### config.mk
export PLATFORM = sky130hd
export DESIGN_NAME = dda_line_rasterizer_flat
export DESIGN_NICKNAME = d
export VERILOG_FILES = /design/src/hw/rtl/dda_pkg.sv /design/src/hw/rtl/dda_if.sv /design/src/hw/rtl/dda_ctrl.sv /design/src/hw/rtl/dda_dp.sv /design/src/hw/rtl/dda_line_rasterizer.sv /design/src/flat_wrapper.sv
export SDC_FILE = /design/constraint.sdc
export NUM_CORES = 1
export LEC_CHECK = 0
export BUFFER_PORTS_ARGS = -buffer_cell sky130_fd_sc_hd__clkbuf_2
export CAP_MARGIN = 20
export CELL_PAD_IN_SITES_DETAIL_PLACEMENT = 0
export CELL_PAD_IN_SITES_GLOBAL_PLACEMENT = 1
export CORE_ASPECT_RATIO = 0.9
export CORE_MARGIN = 4
export CORE_UTILIZATION = 49
export DETAILED_ROUTE_END_ITERATION = 7
export PLACE_DENSITY = 0.87
export SLEW_MARGIN = 30
export SYNTH_ARGS = -nofsm -noshare
export SYNTH_HDL_FRONTEND = slang
export SYNTH_SLANG_ARGS = --single-unit
### constraint.sdc
create_clock -name clk -period 6.3 [get_ports clk]
set_clock_uncertainty 0.1 [all_clocks]
set_input_delay 1.26 -clock clk [delete_from_list [all_inputs] [get_ports clk]]
set_output_delay 1.26 -clock clk [all_outputs]
set_load 0.01 [all_outputs]
### src/hw/rtl/dda_pkg.sv
// Shared constants, codes and controller/datapath types for the DDA line rasterizer.
`timescale 1ns / 1ps

package dda_pkg;

  localparam int COORD_BITS   = 11;
  localparam int FRAC_BITS    = 16;
  localparam int DIM_BITS     = 11;
  localparam int CFG_IDX_BITS = 1;
  localparam int POS_OUT_BITS = 12;
  localparam int OFF_BITS     = 20;
  localparam int COLOR_BITS   = 8;

  localparam int DIFF_BITS    = COORD_BITS + 1;
  localparam int DEN_BITS     = COORD_BITS + 1;
  localparam int NUM_BITS     = COORD_BITS + FRAC_BITS + 1;
  localparam int ACC_BITS     = NUM_BITS;
  localparam int QUO_BITS     = FRAC_BITS + 1;
  localparam int SLOPE_BITS   = FRAC_BITS + 2;
  localparam int MINOR_BITS   = COORD_BITS + 1;
  localparam int MAP_BITS     = ((COORD_BITS > DIM_BITS) ? COORD_BITS : DIM_BITS) + 2;
  localparam int PROD_BITS    = 2 * DIM_BITS;
  localparam int DIV_CNT_BITS = $clog2(NUM_BITS);

  localparam logic [DIM_BITS-1:0] WIDTH_RESET  = DIM_BITS'(600);
  localparam logic [DIM_BITS-1:0] HEIGHT_RESET = DIM_BITS'(600);

  typedef enum logic {
    CMD_LOAD = 1'b0,
    CMD_STEP = 1'b1
  } cmd_t;

  typedef enum logic [CFG_IDX_BITS-1:0] {
    CFG_WIDTH  = 1'b0,
    CFG_HEIGHT = 1'b1
  } cfg_reg_t;

  typedef struct packed {
    logic load;
    logic div_step;
    logic div_finish;
    logic pix_round;
    logic pix_map;
    logic pix_mul;
    logic out_load;
  } dda_ctl_t;

  typedef struct packed {
    logic line_active;
    logic out_free;
  } dda_stat_t;

endpackage

### src/hw/rtl/dda_if.sv
// Valid/ready channel interfaces for line commands, pixels and configuration writes.
`timescale 1ns / 1ps

interface dda_in_if import dda_pkg::*; ();
  logic                         valid;
  logic                         ready;
  logic                         command;
  logic signed [COORD_BITS-1:0] start_x;
  logic signed [COORD_BITS-1:0] start_y;
  logic signed [COORD_BITS-1:0] end_x;
  logic signed [COORD_BITS-1:0] end_y;
  logic [COLOR_BITS-1:0]        red;
  logic [COLOR_BITS-1:0]        green;
  logic [COLOR_BITS-1:0]        blue;

  modport source (output valid, command, start_x, start_y, end_x, end_y, red, green, blue,
                  input ready);
  modport sink (input valid, command, start_x, start_y, end_x, end_y, red, green, blue,
                output ready);
endinterface

interface dda_out_if import dda_pkg::*; ();
  logic                           valid;
  logic                           ready;
  logic signed [POS_OUT_BITS-1:0] column;
  logic signed [POS_OUT_BITS-1:0] row;
  logic [OFF_BITS-1:0]            pixel_offset;
  logic                           in_bounds;
  logic [COLOR_BITS-1:0]          pixel_red;
  logic [COLOR_BITS-1:0]          pixel_green;
  logic [COLOR_BITS-1:0]          pixel_blue;
  logic                           last_pixel;

  modport source (output valid, column, row, pixel_offset, in_bounds, pixel_red, pixel_green,
                  pixel_blue, last_pixel, input ready);
  modport sink (input valid, column, row, pixel_offset, in_bounds, pixel_red, pixel_green,
                pixel_blue, last_pixel, output ready);
endinterface

interface dda_cfg_if import dda_pkg::*; ();
  logic                    valid;
  logic                    ready;
  logic [CFG_IDX_BITS-1:0] index;
  logic [DIM_BITS-1:0]     data;

  modport source (output valid, index, data, input ready);
  modport sink (input valid, index, data, output ready);
endinterface

### src/hw/rtl/dda_ctrl.sv
// Controller state machine sequencing line setup, slope division and pixel steps.
`timescale 1ns / 1ps

module dda_ctrl import dda_pkg::*; (
  input  logic      clk,
  input  logic      rst_n,
  input  logic      in_valid,
  input  logic      in_command,
  output logic      in_ready,
  input  dda_stat_t stat,
  output dda_ctl_t  ctl
);

  typedef enum logic [2:0] {
    S_IDLE,
    S_DIV,
    S_FIN,
    S_ROUND,
    S_MAP,
    S_MUL,
    S_OUT
  } state_t;

  state_t                  state_r, state_nxt;
  logic [DIV_CNT_BITS-1:0] cnt_r, cnt_nxt;
  logic                    accept;
  logic                    is_step;

  assign in_ready = (state_r == S_IDLE);
  assign accept   = in_valid && in_ready;
  assign is_step  = (in_command == CMD_STEP);

  always_comb begin
    ctl       = '0;
    state_nxt = state_r;
    cnt_nxt   = cnt_r;
    case (state_r)
      S_IDLE: begin
        if (accept && !is_step) begin
          ctl.load  = 1'b1;
          cnt_nxt   = '0;
          state_nxt = S_DIV;
        end else if (accept && stat.line_active) begin
          state_nxt = S_ROUND;
        end
      end
      S_DIV: begin
        ctl.div_step = 1'b1;
        cnt_nxt      = cnt_r + DIV_CNT_BITS'(1);
        if (cnt_r == DIV_CNT_BITS'(NUM_BITS - 1)) begin
          state_nxt = S_FIN;
        end
      end
      S_FIN: begin
        ctl.div_finish = 1'b1;
        state_nxt      = S_IDLE;
      end
      S_ROUND: begin
        ctl.pix_round = 1'b1;
        state_nxt     = S_MAP;
      end
      S_MAP: begin
        ctl.pix_map = 1'b1;
        state_nxt   = S_MUL;
      end
      S_MUL: begin
        ctl.pix_mul = 1'b1;
        state_nxt   = S_OUT;
      end
      S_OUT: begin
        if (stat.out_free) begin
          ctl.out_load = 1'b1;
          state_nxt    = S_IDLE;
        end
      end
      default: begin
        state_nxt = S_IDLE;
      end
    endcase
  end

  always_ff @(posedge clk) begin
    if (!rst_n) begin
      state_r <= S_IDLE;
      cnt_r   <= '0;
    end else begin
      state_r <= state_nxt;
      cnt_r   <= cnt_nxt;
    end
  end

endmodule

### src/hw/rtl/dda_dp.sv
// Datapath: canvas registers, line setup, slope divider, DDA walk, mapping and result register.
`timescale 1ns / 1ps

module dda_dp import dda_pkg::*; (
  input  logic                         clk,
  input  logic                         rst_n,
  input  dda_ctl_t                     ctl,
  output dda_stat_t                    stat,
  input  logic signed [COORD_BITS-1:0] start_x,
  input  logic signed [COORD_BITS-1:0] start_y,
  input  logic signed [COORD_BITS-1:0] end_x,
  input  logic signed [COORD_BITS-1:0] end_y,
  input  logic [COLOR_BITS-1:0]        red,
  input  logic [COLOR_BITS-1:0]        green,
  input  logic [COLOR_BITS-1:0]        blue,
  dda_out_if.source                    out_beat,
  dda_cfg_if.sink                      cfg_beat
);

  localparam logic [ACC_BITS-1:0] HALF = ACC_BITS'(1) << (FRAC_BITS - 1);

  // canvas and line state
  logic [DIM_BITS-1:0]          width_r, height_r;
  logic                         active_r;
  logic                         xmaj_r;
  logic signed [COORD_BITS-1:0] pos_r, end_r;
  logic signed [ACC_BITS-1:0]   acc_r;
  logic signed [SLOPE_BITS-1:0] slope_r;
  logic [COLOR_BITS-1:0]        red_r, green_r, blue_r;
  logic                         zero_r, neg_r;

  // divider
  logic [DEN_BITS-1:0]          den_r;
  logic [NUM_BITS-1:0]          num_r;
  logic [DEN_BITS-1:0]          rem_r;
  logic [QUO_BITS-1:0]          quo_r;

  // pixel pipeline
  logic signed [MINOR_BITS-1:0] x_r, y_r;
  logic                         last_r;
  logic signed [MAP_BITS-1:0]   col_r, row_r;
  logic                         inb_r;
  logic [OFF_BITS-1:0]          off_r;

  // result register
  logic                           out_valid_r;
  logic signed [POS_OUT_BITS-1:0] out_col_r, out_row_r;
  logic [OFF_BITS-1:0]            out_off_r;
  logic                           out_inb_r, out_last_r;
  logic [COLOR_BITS-1:0]          out_red_r, out_green_r, out_blue_r;

  // line setup
  logic signed [DIFF_BITS-1:0]  dx, dy;
  logic [DIFF_BITS-1:0]         ax, ay, dmaj, amin;
  logic                         xm, swap, mneg;
  logic signed [COORD_BITS-1:0] i0, i1, d0;
  logic [NUM_BITS-1:0]          num_init;

  assign dx   = DIFF_BITS'(end_x) - DIFF_BITS'(start_x);
  assign dy   = DIFF_BITS'(end_y) - DIFF_BITS'(start_y);
  assign ax   = dx[DIFF_BITS-1] ? DIFF_BITS'(-dx) : DIFF_BITS'(dx);
  assign ay   = dy[DIFF_BITS-1] ? DIFF_BITS'(-dy) : DIFF_BITS'(dy);
  assign xm   = (ax > ay);
  assign dmaj = xm ? ax : ay;
  assign amin = xm ? ay : ax;
  assign swap = xm ? dx[DIFF_BITS-1] : dy[DIFF_BITS-1];
  assign mneg = (xm ? dy[DIFF_BITS-1] : dx[DIFF_BITS-1]) ^ swap;

  always_comb begin
    if (xm) begin
      i0 = swap ? end_x : start_x;
      i1 = swap ? start_x : end_x;
      d0 = swap ? end_y : start_y;
    end else begin
      i0 = swap ? end_y : start_y;
      i1 = swap ? start_y : end_y;
      d0 = swap ? end_x : start_x;
    end
  end

  assign num_init = (NUM_BITS'(amin[COORD_BITS-1:0]) << (FRAC_BITS + 1))
                  + NUM_BITS'(dmaj[COORD_BITS-1:0]);

  // restoring divider, one quotient bit per cycle
  logic [DEN_BITS:0]   trial;
  logic                qbit;
  logic [DEN_BITS-1:0] rem_nxt;

  assign trial = {rem_r, num_r[NUM_BITS-1]};
  assign qbit  = (trial >= {1'b0, den_r});

  always_comb begin
    if (qbit) begin
      rem_nxt = DEN_BITS'(trial - {1'b0, den_r});
    end else begin
      rem_nxt = trial[DEN_BITS-1:0];
    end
  end

  logic signed [SLOPE_BITS-1:0] quo_s;
  assign quo_s = signed'(SLOPE_BITS'(quo_r));

  // rounding of the minor accumulator, half away from zero
  logic [ACC_BITS-1:0]          acc_mag, acc_rnd;
  logic [MINOR_BITS-1:0]        rq;
  logic signed [MINOR_BITS-1:0] minor;
  logic                         last_now;

  assign acc_mag  = acc_r[ACC_BITS-1] ? ACC_BITS'(-acc_r) : ACC_BITS'(acc_r);
  assign acc_rnd  = acc_mag + HALF;
  assign rq       = acc_rnd[ACC_BITS-1:FRAC_BITS];
  assign minor    = acc_r[ACC_BITS-1] ? -signed'(rq) : signed'(rq);
  assign last_now = (pos_r >= end_r);

  // canvas mapping
  logic signed [MAP_BITS-1:0] half_w, half_h, w_s, h_s, col, row;
  logic                       inb;

  assign half_w = signed'(MAP_BITS'(width_r >> 1));
  assign half_h = signed'(MAP_BITS'(height_r >> 1));
  assign w_s    = signed'(MAP_BITS'(width_r));
  assign h_s    = signed'(MAP_BITS'(height_r));
  assign col    = half_w + MAP_BITS'(x_r);
  assign row    = half_h - MAP_BITS'(y_r) - MAP_BITS'(1);
  assign inb    = (col >= 0) && (col < w_s) && (row >= 0) && (row < h_s);

  // frame-buffer offset
  logic [PROD_BITS-1:0] prod;
  logic [OFF_BITS-1:0]  off;

  assign prod = PROD_BITS'(row_r[DIM_BITS-1:0]) * PROD_BITS'(width_r);
  assign off  = prod[OFF_BITS-1:0] + OFF_BITS'(col_r[DIM_BITS-1:0]);

  assign stat.line_active = active_r;
  assign stat.out_free    = !out_valid_r || out_beat.ready;
  assign cfg_beat.ready   = 1'b1;

  always_ff @(posedge clk) begin
    if (!rst_n) begin
      width_r     <= WIDTH_RESET;
      height_r    <= HEIGHT_RESET;
      active_r    <= 1'b0;
      out_valid_r <= 1'b0;
    end else begin
      if (cfg_beat.valid) begin
        case (cfg_reg_t'(cfg_beat.index))
          CFG_WIDTH:  width_r  <= cfg_beat.data;
          CFG_HEIGHT: height_r <= cfg_beat.data;
          default: ;
        endcase
      end
      if (ctl.load) begin
        active_r <= 1'b1;
      end else if (ctl.pix_round && last_now) begin
        active_r <= 1'b0;
      end
      if (ctl.out_load) begin
        out_valid_r <= 1'b1;
      end else if (out_beat.ready) begin
        out_valid_r <= 1'b0;
      end
    end
  end

  always_ff @(posedge clk) begin
    if (ctl.load) begin
      xmaj_r  <= xm;
      pos_r   <= i0;
      end_r   <= i1;
      acc_r   <= ACC_BITS'(d0) <<< FRAC_BITS;
      red_r   <= red;
      green_r <= green;
      blue_r  <= blue;
      zero_r  <= (dmaj == '0);
      neg_r   <= mneg;
      den_r   <= {dmaj[COORD_BITS-1:0], 1'b0};
      num_r   <= num_init;
      rem_r   <= '0;
      quo_r   <= '0;
    end
    if (ctl.div_step) begin
      rem_r <= rem_nxt;
      num_r <= {num_r[NUM_BITS-2:0], 1'b0};
      quo_r <= {quo_r[QUO_BITS-2:0], qbit};
    end
    if (ctl.div_finish) begin
      slope_r <= zero_r ? '0 : (neg_r ? -quo_s : quo_s);
    end
    if (ctl.pix_round) begin
      x_r    <= xmaj_r ? MINOR_BITS'(pos_r) : minor;
      y_r    <= xmaj_r ? minor : MINOR_BITS'(pos_r);
      last_r <= last_now;
      if (!last_now) begin
        pos_r <= pos_r + COORD_BITS'(1);
        acc_r <= acc_r + ACC_BITS'(slope_r);
      end
    end
    if (ctl.pix_map) begin
      col_r <= col;
      row_r <= row;
      inb_r <= inb;
    end
    if (ctl.pix_mul) begin
      off_r <= inb_r ? off : '0;
    end
    if (ctl.out_load) begin
      out_col_r   <= col_r[POS_OUT_BITS-1:0];
      out_row_r   <= row_r[POS_OUT_BITS-1:0];
      out_off_r   <= off_r;
      out_inb_r   <= inb_r;
      out_last_r  <= last_r;
      out_red_r   <= red_r;
      out_green_r <= green_r;
      out_blue_r  <= blue_r;
    end
  end

  assign out_beat.valid        = out_valid_r;
  assign out_beat.column       = out_col_r;
  assign out_beat.row          = out_row_r;
  assign out_beat.pixel_offset = out_off_r;
  assign out_beat.in_bounds    = out_inb_r;
  assign out_beat.pixel_red    = out_red_r;
  assign out_beat.pixel_green  = out_green_r;
  assign out_beat.pixel_blue   = out_blue_r;
  assign out_beat.last_pixel   = out_last_r;

  a_no_overwrite: assert property (@(posedge clk) disable iff (!rst_n)
    ctl.out_load |-> (!out_valid_r || out_beat.ready))
    else $error("result register overwritten while a beat was pending");

  a_step_active: assert property (@(posedge clk) disable iff (!rst_n)
    ctl.pix_round |-> active_r)
    else $error("pixel step issued with no active line");

  a_active_from_load: assert property (@(posedge clk) disable iff (!rst_n)
    $rose(active_r) |-> $past(ctl.load))
    else $error("line became active without a load");

endmodule

### src/hw/rtl/dda_line_rasterizer.sv
// Top level of the DDA line rasterizer: controller, datapath and channel ports.
`timescale 1ns / 1ps

// A load beat (command 0) takes two endpoints in centered coordinates and a color, picks the
// major axis and computes the slope with a restoring divider that produces one bit per cycle;
// the block takes no new command until that slope is stored. A step beat (command 1) emits
// one pixel through round, map and multiply stages and a result register, which is loaded
// only once the sink has taken the previous beat; a step with no active line is dropped.
// The result register lets the block take the next command while a pixel beat is still
// pending.
// Configuration writes of canvas width and height are accepted every cycle.
module dda_line_rasterizer import dda_pkg::*; (
  input  logic       clk,
  input  logic       rst_n,
  dda_in_if.sink     in_beat,
  dda_out_if.source  out_beat,
  dda_cfg_if.sink    cfg_beat
);

  dda_ctl_t  ctl;
  dda_stat_t stat;
  logic      in_ready;

  assign in_beat.ready = in_ready;

  dda_ctrl u_ctrl (
    .clk        (clk),
    .rst_n      (rst_n),
    .in_valid   (in_beat.valid),
    .in_command (in_beat.command),
    .in_ready   (in_ready),
    .stat       (stat),
    .ctl        (ctl)
  );

  dda_dp u_dp (
    .clk      (clk),
    .rst_n    (rst_n),
    .ctl      (ctl),
    .stat     (stat),
    .start_x  (in_beat.start_x),
    .start_y  (in_beat.start_y),
    .end_x    (in_beat.end_x),
    .end_y    (in_beat.end_y),
    .red      (in_beat.red),
    .green    (in_beat.green),
    .blue     (in_beat.blue),
    .out_beat (out_beat),
    .cfg_beat (cfg_beat)
  );

endmodule

### src/flat_wrapper.sv
// flat-port wrapper written by rule: the top's interface ports become plain ports
module dda_line_rasterizer_flat import dda_pkg::*;
  (clk, rst_n, in_beat_valid, in_beat_command, in_beat_start_x, in_beat_start_y, in_beat_end_x, in_beat_end_y, in_beat_red, in_beat_green, in_beat_blue, in_beat_ready, out_beat_valid, out_beat_column, out_beat_row, out_beat_pixel_offset, out_beat_in_bounds, out_beat_pixel_red, out_beat_pixel_green, out_beat_pixel_blue, out_beat_last_pixel, out_beat_ready, cfg_beat_valid, cfg_beat_index, cfg_beat_data, cfg_beat_ready);
  dda_in_if in_beat_i ();
  dda_out_if out_beat_i ();
  dda_cfg_if cfg_beat_i ();
  input  logic clk;
  input  logic rst_n;
  input wire logic [$bits(in_beat_i.valid)-1:0] in_beat_valid;
  input wire logic [$bits(in_beat_i.command)-1:0] in_beat_command;
  input wire logic [$bits(in_beat_i.start_x)-1:0] in_beat_start_x;
  input wire logic [$bits(in_beat_i.start_y)-1:0] in_beat_start_y;
  input wire logic [$bits(in_beat_i.end_x)-1:0] in_beat_end_x;
  input wire logic [$bits(in_beat_i.end_y)-1:0] in_beat_end_y;
  input wire logic [$bits(in_beat_i.red)-1:0] in_beat_red;
  input wire logic [$bits(in_beat_i.green)-1:0] in_beat_green;
  input wire logic [$bits(in_beat_i.blue)-1:0] in_beat_blue;
  output wire logic [$bits(in_beat_i.ready)-1:0] in_beat_ready;
  output wire logic [$bits(out_beat_i.valid)-1:0] out_beat_valid;
  output wire logic [$bits(out_beat_i.column)-1:0] out_beat_column;
  output wire logic [$bits(out_beat_i.row)-1:0] out_beat_row;
  output wire logic [$bits(out_beat_i.pixel_offset)-1:0] out_beat_pixel_offset;
  output wire logic [$bits(out_beat_i.in_bounds)-1:0] out_beat_in_bounds;
  output wire logic [$bits(out_beat_i.pixel_red)-1:0] out_beat_pixel_red;
  output wire logic [$bits(out_beat_i.pixel_green)-1:0] out_beat_pixel_green;
  output wire logic [$bits(out_beat_i.pixel_blue)-1:0] out_beat_pixel_blue;
  output wire logic [$bits(out_beat_i.last_pixel)-1:0] out_beat_last_pixel;
  input wire logic [$bits(out_beat_i.ready)-1:0] out_beat_ready;
  input wire logic [$bits(cfg_beat_i.valid)-1:0] cfg_beat_valid;
  input wire logic [$bits(cfg_beat_i.index)-1:0] cfg_beat_index;
  input wire logic [$bits(cfg_beat_i.data)-1:0] cfg_beat_data;
  output wire logic [$bits(cfg_beat_i.ready)-1:0] cfg_beat_ready;
  assign in_beat_i.valid = in_beat_valid;
  assign in_beat_i.command = in_beat_command;
  assign in_beat_i.start_x = in_beat_start_x;
  assign in_beat_i.start_y = in_beat_start_y;
  assign in_beat_i.end_x = in_beat_end_x;
  assign in_beat_i.end_y = in_beat_end_y;
  assign in_beat_i.red = in_beat_red;
  assign in_beat_i.green = in_beat_green;
  assign in_beat_i.blue = in_beat_blue;
  assign in_beat_ready = in_beat_i.ready;
  assign out_beat_valid = out_beat_i.valid;
  assign out_beat_column = out_beat_i.column;
  assign out_beat_row = out_beat_i.row;
  assign out_beat_pixel_offset = out_beat_i.pixel_offset;
  assign out_beat_in_bounds = out_beat_i.in_bounds;
  assign out_beat_pixel_red = out_beat_i.pixel_red;
  assign out_beat_pixel_green = out_beat_i.pixel_green;
  assign out_beat_pixel_blue = out_beat_i.pixel_blue;
  assign out_beat_last_pixel = out_beat_i.last_pixel;
  assign out_beat_i.ready = out_beat_ready;
  assign cfg_beat_i.valid = cfg_beat_valid;
  assign cfg_beat_i.index = cfg_beat_index;
  assign cfg_beat_i.data = cfg_beat_data;
  assign cfg_beat_ready = cfg_beat_i.ready;
  dda_line_rasterizer u_core (.clk(clk), .rst_n(rst_n), .in_beat(in_beat_i), .out_beat(out_beat_i), .cfg_beat(cfg_beat_i));
endmodule
# Word level (Yosys, flattened, before mapping)
# Cells that the tools add are included.
[word_totals]
regBits = 335
inputBits = 86
output_inout_bits = 73
[op_classes]
addsub = 17
n_mul = 1
order_cmp = 7
eq_ne = 11
mux = 51
n_bitwise = 3
n_reduce_logical = 21
[op_table]
columns = ["op", "count"]
rows = [
  ["$mux 28", 6],
  ["$mux 11", 11],
  ["$mux 12", 9],
  ["$mux 17", 3],
  ["$neg 12->12", 3],
  ["$add 28x11->28", 1],
  ["$add 28x16->28 const B", 1],
  ["$add 28x18->28", 1],
  ["$neg 28->28", 1],
  ["$ge 13x1->1 const B", 2],
  ["$lt 13x12->1", 2],
  ["$sub 11x11->12", 2],
  ["$add 20x11->20", 1],
  ["$mul 11x11->20", 1],
  ["$neg 17->18", 1],
  ["$pmux 3 s6", 1],
  ["$mux 1", 15],
  ["$add 11x12->13", 1],
  ["$ge 13x12->1", 1],
  ["$sub 11x12->13", 1],
  ["$sub 13x2->13 const B", 1],
  ["$gt 12x12->1", 1],
  ["$logic_not 12->1", 1],
  ["$mux 3", 4],
  ["other kinds (23)", 40],
]

# Logic depth before layout (Yosys ltp)
# Gate-level depths: netlist of run 1.
[depth]
word_depth = 10
depth_mapped = 26

# Cells and area by module
# From an unflattened synthesis of run 1, not the netlist that was laid out.
[hier_totals]
cells_unflattened = 2490
area_unflattened_um2 = 24098.1
[by_module_without_submodules]
columns = ["module", "instances", "cells_per_inst", "area_per_inst_um2", "seq_area_each_um2"]
rows = [
  ["dda_dp", 1, 2431, 23573.9, 9178.8],
  ["dda_ctrl", 1, 59, 524.3, 160.2],
]

# Worst setup path before layout of run 1
# OpenSTA, ideal clock, no wires.
[synth_timing]
kind = "input-to-reg"
from = "in in_beat_start_x[3]"
to = "reg u_core.u_dp.num_r[24], data pin"
setup_ps = 261
arrival_ps = 5466
required_time_ps = 5939
setup_slack_ps = 473
cell_stages = 24
path_buffers = 4
path_cell_list = "inv_1 > ha_1 > nand2_1 > a211o_1 > a211oi_1 > o21ai_0 > a31oi_1 > clkbuf_1 > nor2_1 > xnor2_1 > inv_1 > ha_1 > a21oi_1 > nor2b_1 > o21ai_0 > nand2b_1 > a21o_1 > nor3_1 > o311ai_1 > o2bb2a_4 > buf_6 > buf_6 > buf_4 > a221o_1"
[synth_via]
elab_chain_cells = 8
word_cells_on_any_way = 9
classes_between = "add/sub (3); order compare (1); mux (5)"
[synth_lines]
columns = ["item", "line_no", "rtl"]
rows = [
  ["from (decl)", "flat_wrapper.sv:11", "input wire logic [$bits(in_beat_i.start_x)-1:0] in_beat_start_x;"],
  ["$sub 11x11->12 *", "dda_dp.sv:59", "assign dx = DIFF_BITS'(end_x) - DIFF_BITS'(start_x);"],
  ["$neg 12->12", "dda_dp.sv:61", "assign ax = dx[DIFF_BITS-1] ? DIFF_BITS'(-dx) : DIFF_BITS'(dx);"],
  ["$mux 12 *", "dda_dp.sv:61", ""],
  ["$gt 12x12->1", "dda_dp.sv:63", "assign xm = (ax > ay);"],
  ["$mux 11 / $mux 12 (equally long branches)", "dda_dp.sv:65, dda_dp.sv:64", ""],
  ["$add 28x11->28 *", "dda_dp.sv:82", "+ NUM_BITS'(dmaj[COORD_BITS-1:0]);"],
  ["$mux 28 *", "dda_dp.sv:166", "if (ctl.load) begin"],
  ["$mux 28 *", "dda_dp.sv:181", "if (ctl.div_step) begin"],
  ["to (signal assigned)", "dda_dp.sv:177", "num_r <= num_init;"],
  ["to (signal assigned)", "dda_dp.sv:183", "num_r <= {num_r[NUM_BITS-2:0], 1'b0};"],
  ["to (decl)", "dda_dp.sv:34", "logic [NUM_BITS-1:0] num_r;"],
]
# Mark *: on every way between the ends. The rest lies on a longest branch, timed or not. The select of a mux whose other input is x is not followed.
# A chain may end at the register's enable or synchronous reset.

# Worst setup path after layout of run 1
[layout_timing]
from = "reg u_core.u_dp.row_r[2]"
to = "reg u_core.u_dp.off_r[19], data pin"
[layout_via]
elab_chain_cells = 2
[layout_lines]
columns = ["item", "line_no", "rtl"]
rows = [
  ["from (decl)", "dda_dp.sv:41", "logic signed [MAP_BITS-1:0] col_r, row_r;"],
  ["from (signal assigned)", "dda_dp.sv:200", "row_r <= row;"],
  ["$mul 11x11->20", "dda_dp.sv:131", "assign prod = PROD_BITS'(row_r[DIM_BITS-1:0]) * PROD_BITS'(width_r);"],
  ["$add 20x11->20", "dda_dp.sv:132", "assign off = prod[OFF_BITS-1:0] + OFF_BITS'(col_r[DIM_BITS-1:0]);"],
  ["to (signal assigned)", "dda_dp.sv:204", "off_r <= inb_r ? off : '0;"],
  ["to (decl)", "dda_dp.sv:43", "logic [OFF_BITS-1:0] off_r;"],
]
# No other way between the ends.

==> flow_summary.ini, run 1 <==
[final_layout]
final.fill_count = 4165
finish.utilization_pct = 55.6
drive_above_1_share_pct = 12.9
diodes = 0
fin_nets = 2899
final_area_sq_mm = 0.0266
area_growth_pct = 12.5

[worst_setup_path]
cp_top_family = adder cells
critPathMaxStageDelay_ps = 540
cp_max_fo = 7
worstPathCellList = buf_4 > and2_1 > fa_1 > ha_1 > ha_1 > fa_1 > fa_1 > ha_1 > o21ai_0 > a21boi_0 > o21ai_0 > a21oi_1 > o21a_1 > nor2_1 > o211a_1 > o41a_1 > o21ai_0 > o311ai_0
critical_path_buf_inv_count = 1
worstSetupPathType = flip-flop to flip-flop
end_kind = flip-flop
critPathRequiredTime_ps = 6460
arrival_ps = 5960
start_kind = flip-flop
cp_slowest_cell = edfxtp_1

[clock_tree]
cts.sinks = 335
clk_pin_slew_ps = 60
cts_buffers = 39
clock_path_buffers = 3
cts_tree = yes
h-tree-depth = 2
clk_latency_ps = 560
cts_root_buffer = clkbuf_16

[sta]
max-slew-margin-rel_pct = 37.6
worst-slew-pin-transition_ps = 936
final-max-slew-violation-count = 0
hold_viol_final = 0
timing.final.crit_share_pct = 92.1
tns_ps = 0
min_period_ps = 5800
setup_viol = 0
max_freq_mhz = 172
grt_setup_unrepaired = false
hold_slack_ps = 318

[floorplan]
core-area_sq_mm = 0.0477
rows = 76
dieArea_sq_mm = 0.0518
start_util_pct = 49.5
die_h_um = 216
die_w_um = 239
boundaryPins = 159

[logic_synthesis]
ys_ff_latch = 335
yosys_warnings = 0
synth_nets = 2748
synth_edf_count = 263
muxShareOfSynthArea_pct = 3.15
synth_fa_ha_area_share_pct = 17.7
synth_xor_area_share_pct = 4.96
yosys.area.top_type_share_pct = 33.4
yosysMostFrequentCell = edfxtp_1
synthTopCellsByCount = edfxtp_1, inv_1, nand2_1, ha_1, nor2_1
yosysSeqAreaShare_pct = 39.5
post-synth-top-area-cell = edfxtp_1
avgSynthCellArea_sq_um = 9.90
synth.area.top_cells = edfxtp_1, ha_1, fa_1, dfxtp_1, inv_1
synth_top_family_by_area = adder cells
synth_compound_area_share_pct = 14.1
syn-cell-area_sq_mm = 0.0236
synth_flop_cell = edfxtp_1
synth_cell_types = 85
netlist_instances = 2386
yosys.area_share.simple_pct = 14.7
async_reset_ff_share_pct = 0

[global_route]
antenna_found_initial = 0
grt_pass1_vias = 17600
grt_pass1_wl_mm = 94.6
grt_usage_pct = 22.7
grt_max_degree = 72
grt_overflow_total = 0

[power_and_ir_drop]
vdd_drop_max_mv = 0.418
power_frac_clock_pct = 19.4
total_power_mw = 11.6
pwr_density_cell_mw_per_mm2 = 439
combinationalPowerShare_pct = 49.6
netSwitchingFraction_pct = 40.9
p_switching_mw = 4.77
p_int_mw = 6.88
seq_power_share_pct = 31.0
leakage_nw = 11.4

[run_status]
outcome = completed

[place]
place_congestion = 0.933
dp_hpwl_mm = 46.0
io_buffers = 157
place_area_sq_mm = 0.0252

[route]
route.vias.total = 18000
wl_per_cell_um = 18.8
ant_nets = 0
avgViaCountPerCell = 5.62
routed_wirelength_mm = 59.9
first_pass_iters = 5
drt-initial-drc-count = 1401
drcViolationCount = 0

[hold_path]
hp-class = flip-flop to flip-flop

[flow_run]
cap_violations = 0
==> area by class of cell <==
cell class                      instances  area [sq um]  share of cell area, %
Inverter                              248           933                   3.51
Sequential cell                       335          9340                   35.2
Clock inverter                         22           225                  0.848
Timing Repair Buffer                  219          1290                   4.85
Tap cell                              624           781                   2.94
Clock buffer                           50          1060                   3.99
Multi-Input combinational cell       1694         12900                   48.7
==> flip-flops by register name, indices dropped and copies added, names as in the netlist, 17 cells and up <==
signal	count
u_core.u_dp.off_r	20
u_core.u_dp.quo_r	17
u_core.u_dp.acc_r	28
u_core.u_dp.slope_r	18
u_core.u_dp.num_r	28
u_core.u_dp.out_beat.pixel_offset	20
==> through the flow <==
step	cells	setup WS, ps
after CTS	3184	200
after floorplan	2386	473
final	3192	500
after detailed placement	3112	79.3
after global routing	3192	79.2
after global placement	3112	112
==> worst reg2reg max path: stages, from the launching register on <==
cell and delay, ps:
edfxtp_1 540, buf_4 240, and2_1 160, fa_1 480
ha_1 320, ha_1 300, fa_1 520, fa_1 510
ha_1 350, o21ai_0 120, a21boi_0 240, o21ai_0 140
a21oi_1 220, o21a_1 140, nor2_1 70, o211a_1 250
o41a_1 470, o21ai_0 170, o311ai_0 160
==> power groups by stage <==
stage | registers, mW | logic (mW) | clock network (mW)
floorplan | 3.37 | 4.49 | 0
global placement | 3.64 | 5.54 | 0
detailed placement | 3.65 | 5.70 | 0
CTS | 3.61 | 5.76 | 2.31
global route | 3.67 | 6.45 | 2.42
finish | 3.61 | 5.77 | 2.26
==> kinds of logic (layout without fill, tap and decap cells) <==
family | count (synthesis) | in the layout
adder cells (fa/ha/maj) | 276 | 276
XOR/XNOR | 133 | 133
buffers and inverters | 357 | 539
other | 1 | 1
flip-flops | 335 | 335
AND/OR/NAND/NOR | 709 | 709
multiplexers | 71 | 71
AO/OA/AOI/OAI | 504 | 504
==> final timing paths <==
kind	from	endpoint	slack [ps]	depth (start not counted)
worst min register to register	u_core.u_dp.blue_r[5]	u_core.u_dp.out_beat.pixel_blue[5]	320	0
worst max register to register	u_core.u_dp.row_r[2]	u_core.u_dp.off_r[19]	500	18
worst max-delay path	u_core.u_dp.row_r[2]	u_core.u_dp.off_r[19]	500	18
worst min-delay path	u_core.u_dp.blue_r[5]	u_core.u_dp.out_beat.pixel_blue[5]	320	0
==> cells in the final DEF, fill, tap and decap left out, types with 10 or more instances in the layout <==
cell / netlist / routed
a211oi_1: 22 / 22
a21boi_0: 28 / 28
a21o_1: 41 / 41
a21oi_1: 134 / 134
a22o_1: 13 / 13
a31oi_1: 13 / 13
and2_1: 79 / 78
and3_1: 22 / 22
buf_4: 3 / 59
clkbuf_16: 0 / 40
clkbuf_2: 0 / 157
dfxtp_1: 72 / 70
edfxtp_1: 263 / 263
fa_1: 96 / 96
ha_1: 180 / 180
inv_1: 246 / 244
mux2_1: 16 / 16
mux2_2: 10 / 10
mux2i_1: 45 / 45
nand2_1: 230 / 229
nand2b_1: 21 / 21
nand3_1: 50 / 50
nand4_1: 16 / 16
nor2_1: 149 / 149
nor2b_1: 27 / 25
nor3_1: 38 / 38
nor4_1: 13 / 13
o211ai_1: 23 / 23
o21a_1: 11 / 11
o21ai_0: 103 / 103
o221ai_1: 13 / 13
o31ai_1: 12 / 12
or2_2: 11 / 11
or3_1: 15 / 15
xnor2_1: 77 / 77
xor2_1: 55 / 55
==> repair_timing <==
item | 4_1_cts | 5_1_grt
resized for setup | 0 | 3
setup endpoints to repair | 0 | 3
setup buffers | 0 | 8
hold buffers | 0 | 0
==> per-layer routing <==
metal  GRT usage [%]  wire [um]  vias to the layer above  part of all wire (%)
met2            39.7      29800                      479                    50
met1            29.1      25300                     8646                    42
met5               0          0                        -                     0
met4            8.49       2260                        0                   3.8
li1                -          -                     8704                     -
met3            2.72       2580                      123                   4.3
Power figures use the tool's default switching activity.
==> run 2: changes to the inputs <==
--- a/config.mk
+++ b/config.mk
@@ -12,6 +12,7 @@
 export CORE_ASPECT_RATIO = 0.9
 export CORE_MARGIN = 4
 export CORE_UTILIZATION = 49
+export CTS_CLUSTER_SIZE = 14
 export DETAILED_ROUTE_END_ITERATION = 7
 export PLACE_DENSITY = 0.87
 export SLEW_MARGIN = 30
==> constraint.sdc (replaced) <==
create_clock -name clk -period 6.1 [get_ports clk]
set_clock_uncertainty 0.1 [all_clocks]
set_input_delay 1.22 -clock clk [delete_from_list [all_inputs] [get_ports clk]]
set_output_delay 1.22 -clock clk [all_outputs]
set_load 0.01 [all_outputs]
==> flow_summary.ini, run 2 (synthesis results as in run 1) <==
[final_layout]
layout_commonest_cell = edfxtp_1
final.fill_count = 4170
seq_area_sq_mm = 0.00934
multi_input_area_sq_mm = 0.0129
final_area_sq_mm = 0.0267
diodes = 0
area_growth_pct = 13.0
drive_above_1_share_pct = 13.3
reg.largest.list = u_core.u_dp.acc_r x28, u_core.u_dp.num_r x28
final_cell_mix = edfxtp_1, inv_1, nand2_1
fin_nets = 2915

[sta]
max-slew-margin-rel_pct = 37.2
min_period_ps = 5780
final-max-slew-violation-count = 0
hold_viol_final = 0
fin_ws_ps = 321
max_freq_mhz = 173
setup_viol = 0
worst-slew-pin-transition_ps = 942
timing.final.crit_share_pct = 94.7
grt_setup_unrepaired = false

[run_status]
outcome = completed

[hold_path]
hp-class = flip-flop to flip-flop

[worst_setup_path]
cp_slowest_cell = edfxtp_1
cp_max_fo = 10
start_kind = flip-flop
arrival_ps = 5950
worstSetupPathType = flip-flop to flip-flop
end_kind = flip-flop
crit_top_cell = fa_1
worstPathCellList = nand2_1 > fa_1 > inv_1 > fa_1 > ha_1 > fa_1 > fa_1 > ha_1 > a21boi_0 > o21ai_0 > a21oi_1 > o21a_1 > nor2_1 > o211a_1 > o41a_1 > o21ai_0 > o311ai_1
critPathRequiredTime_ps = 6270
critPathMaxStageDelay_ps = 660

[power_and_ir_drop]
total_power_mw = 12.1
leakage_nw = 11.4
vdd_drop_max_mv = 0.348
pwr_density_cell_mw_per_mm2 = 455

[route]
drcViolationCount = 0
routed_wirelength_mm = 61.4
ant_nets = 0
avgViaCountPerCell = 5.73
first_pass_iters = 5
route.vias.total = 18400
wl_per_cell_um = 19.1
drt-initial-drc-count = 1348

[place]
place_area_sq_mm = 0.0253
place_ws_ps = -89.2
dp_hpwl_mm = 46.9
io_buffers = 157
place_congestion = 0.952

[clock_tree]
cts.sinks = 335
cts_tree = yes
hold_buffers = 0
h-tree-depth = 2
clk_latency_ps = 550
clock_path_buffers = 3
clk_pin_slew_ps = 60
cts_buffers = 39
cts_root_buffer = clkbuf_16

[floorplan]
rows = 76
die_w_um = 239
die_h_um = 216
boundaryPins = 159
core-area_sq_mm = 0.0477
start_util_pct = 49.5
dieArea_sq_mm = 0.0518

[global_route]
grt_overflow_total = 0
grt_usage_pct = 23.5
grt_pass1_wl_mm = 98.2
antenna_found_initial = 0
grt_pass1_vias = 18300
grt_max_degree = 70

[flow_run]
cap_violations = 0
## run 2: changes by cell type in the layout (fill, tap and decap cells not counted), sizes merged
cell / previous run / this run
buf: 62 / 78
bufinv: 3 / 4
clkbuf: 207 / 206
clkinv: 15 / 14
inv: 250 / 249
## run 2: area by class of cell
class	count	area share (%)
multi-input combinational	1694	48.4
sequential	335	35.0
timing repair buffer	235	5.28
clock buffer	49	3.99
inverter	248	3.50
tap	624	2.93
clock inverter	21	0.858
## run 2: final timing paths
| kind | start | to | slack, ps | cells after the start |
|---|---|---|---|---|
| setup / recovery | u_core.u_dp.row_r[5] | u_core.u_dp.off_r[19] | 320 | 17 |
| hold / removal | u_core.u_dp.off_r[14] | u_core.u_dp.out_beat.pixel_offset[14] | 310 | 0 |
| setup reg to reg | u_core.u_dp.row_r[5] | u_core.u_dp.off_r[19] | 320 | 17 |
| hold reg to reg | u_core.u_dp.off_r[14] | u_core.u_dp.out_beat.pixel_offset[14] | 310 | 0 |
## run 2: worst max-delay path: cells and delay by family (launching register included)
| family | cells | cell delay [ps] |
|---|---|---|
| fa+ha+maj | 6 | 2630 |
| compound gates | 8 | 1830 |
| flops | 1 | 660 |
| simple gates | 2 | 210 |
| buf+inv | 1 | 60 |
## run 2: where the power goes
part	switching, mW	total, mW	internal [mW]
logic	3.50	6.05	2.55
clock network	0.957	2.37	1.42
registers	0.508	3.72	3.22
## run 2: per-layer routing
layer / part of all wire, % / track usage, % / wire length [um] / up-vias
met5: 0 / 0 / 0 / -
met4: 3.7 / 8.78 / 2290 / 0
met3: 5.1 / 3.08 / 3110 / 128
met2: 49 / 40.8 / 30300 / 549
met1: 42 / 30.3 / 25700 / 8953
li1: - / - / - / 8734
## run 2: metrics by stage
step                      std cells  hold WS, ps  setup TNS (ps)  utilization, %
after floorplan                2386          300               0               -
after global placement         3130          301               0            53.0
after detailed placement       3130          305            -367            53.0
after CTS                      3200          317               0            55.8
after global routing           3206          321               0            55.9
final                          3206          315               0            55.9
## run 2: timing repair
action	in CTS	in global routing
setup endpoints to repair	0	4
setup buffers	0	6
resized for setup	0	4
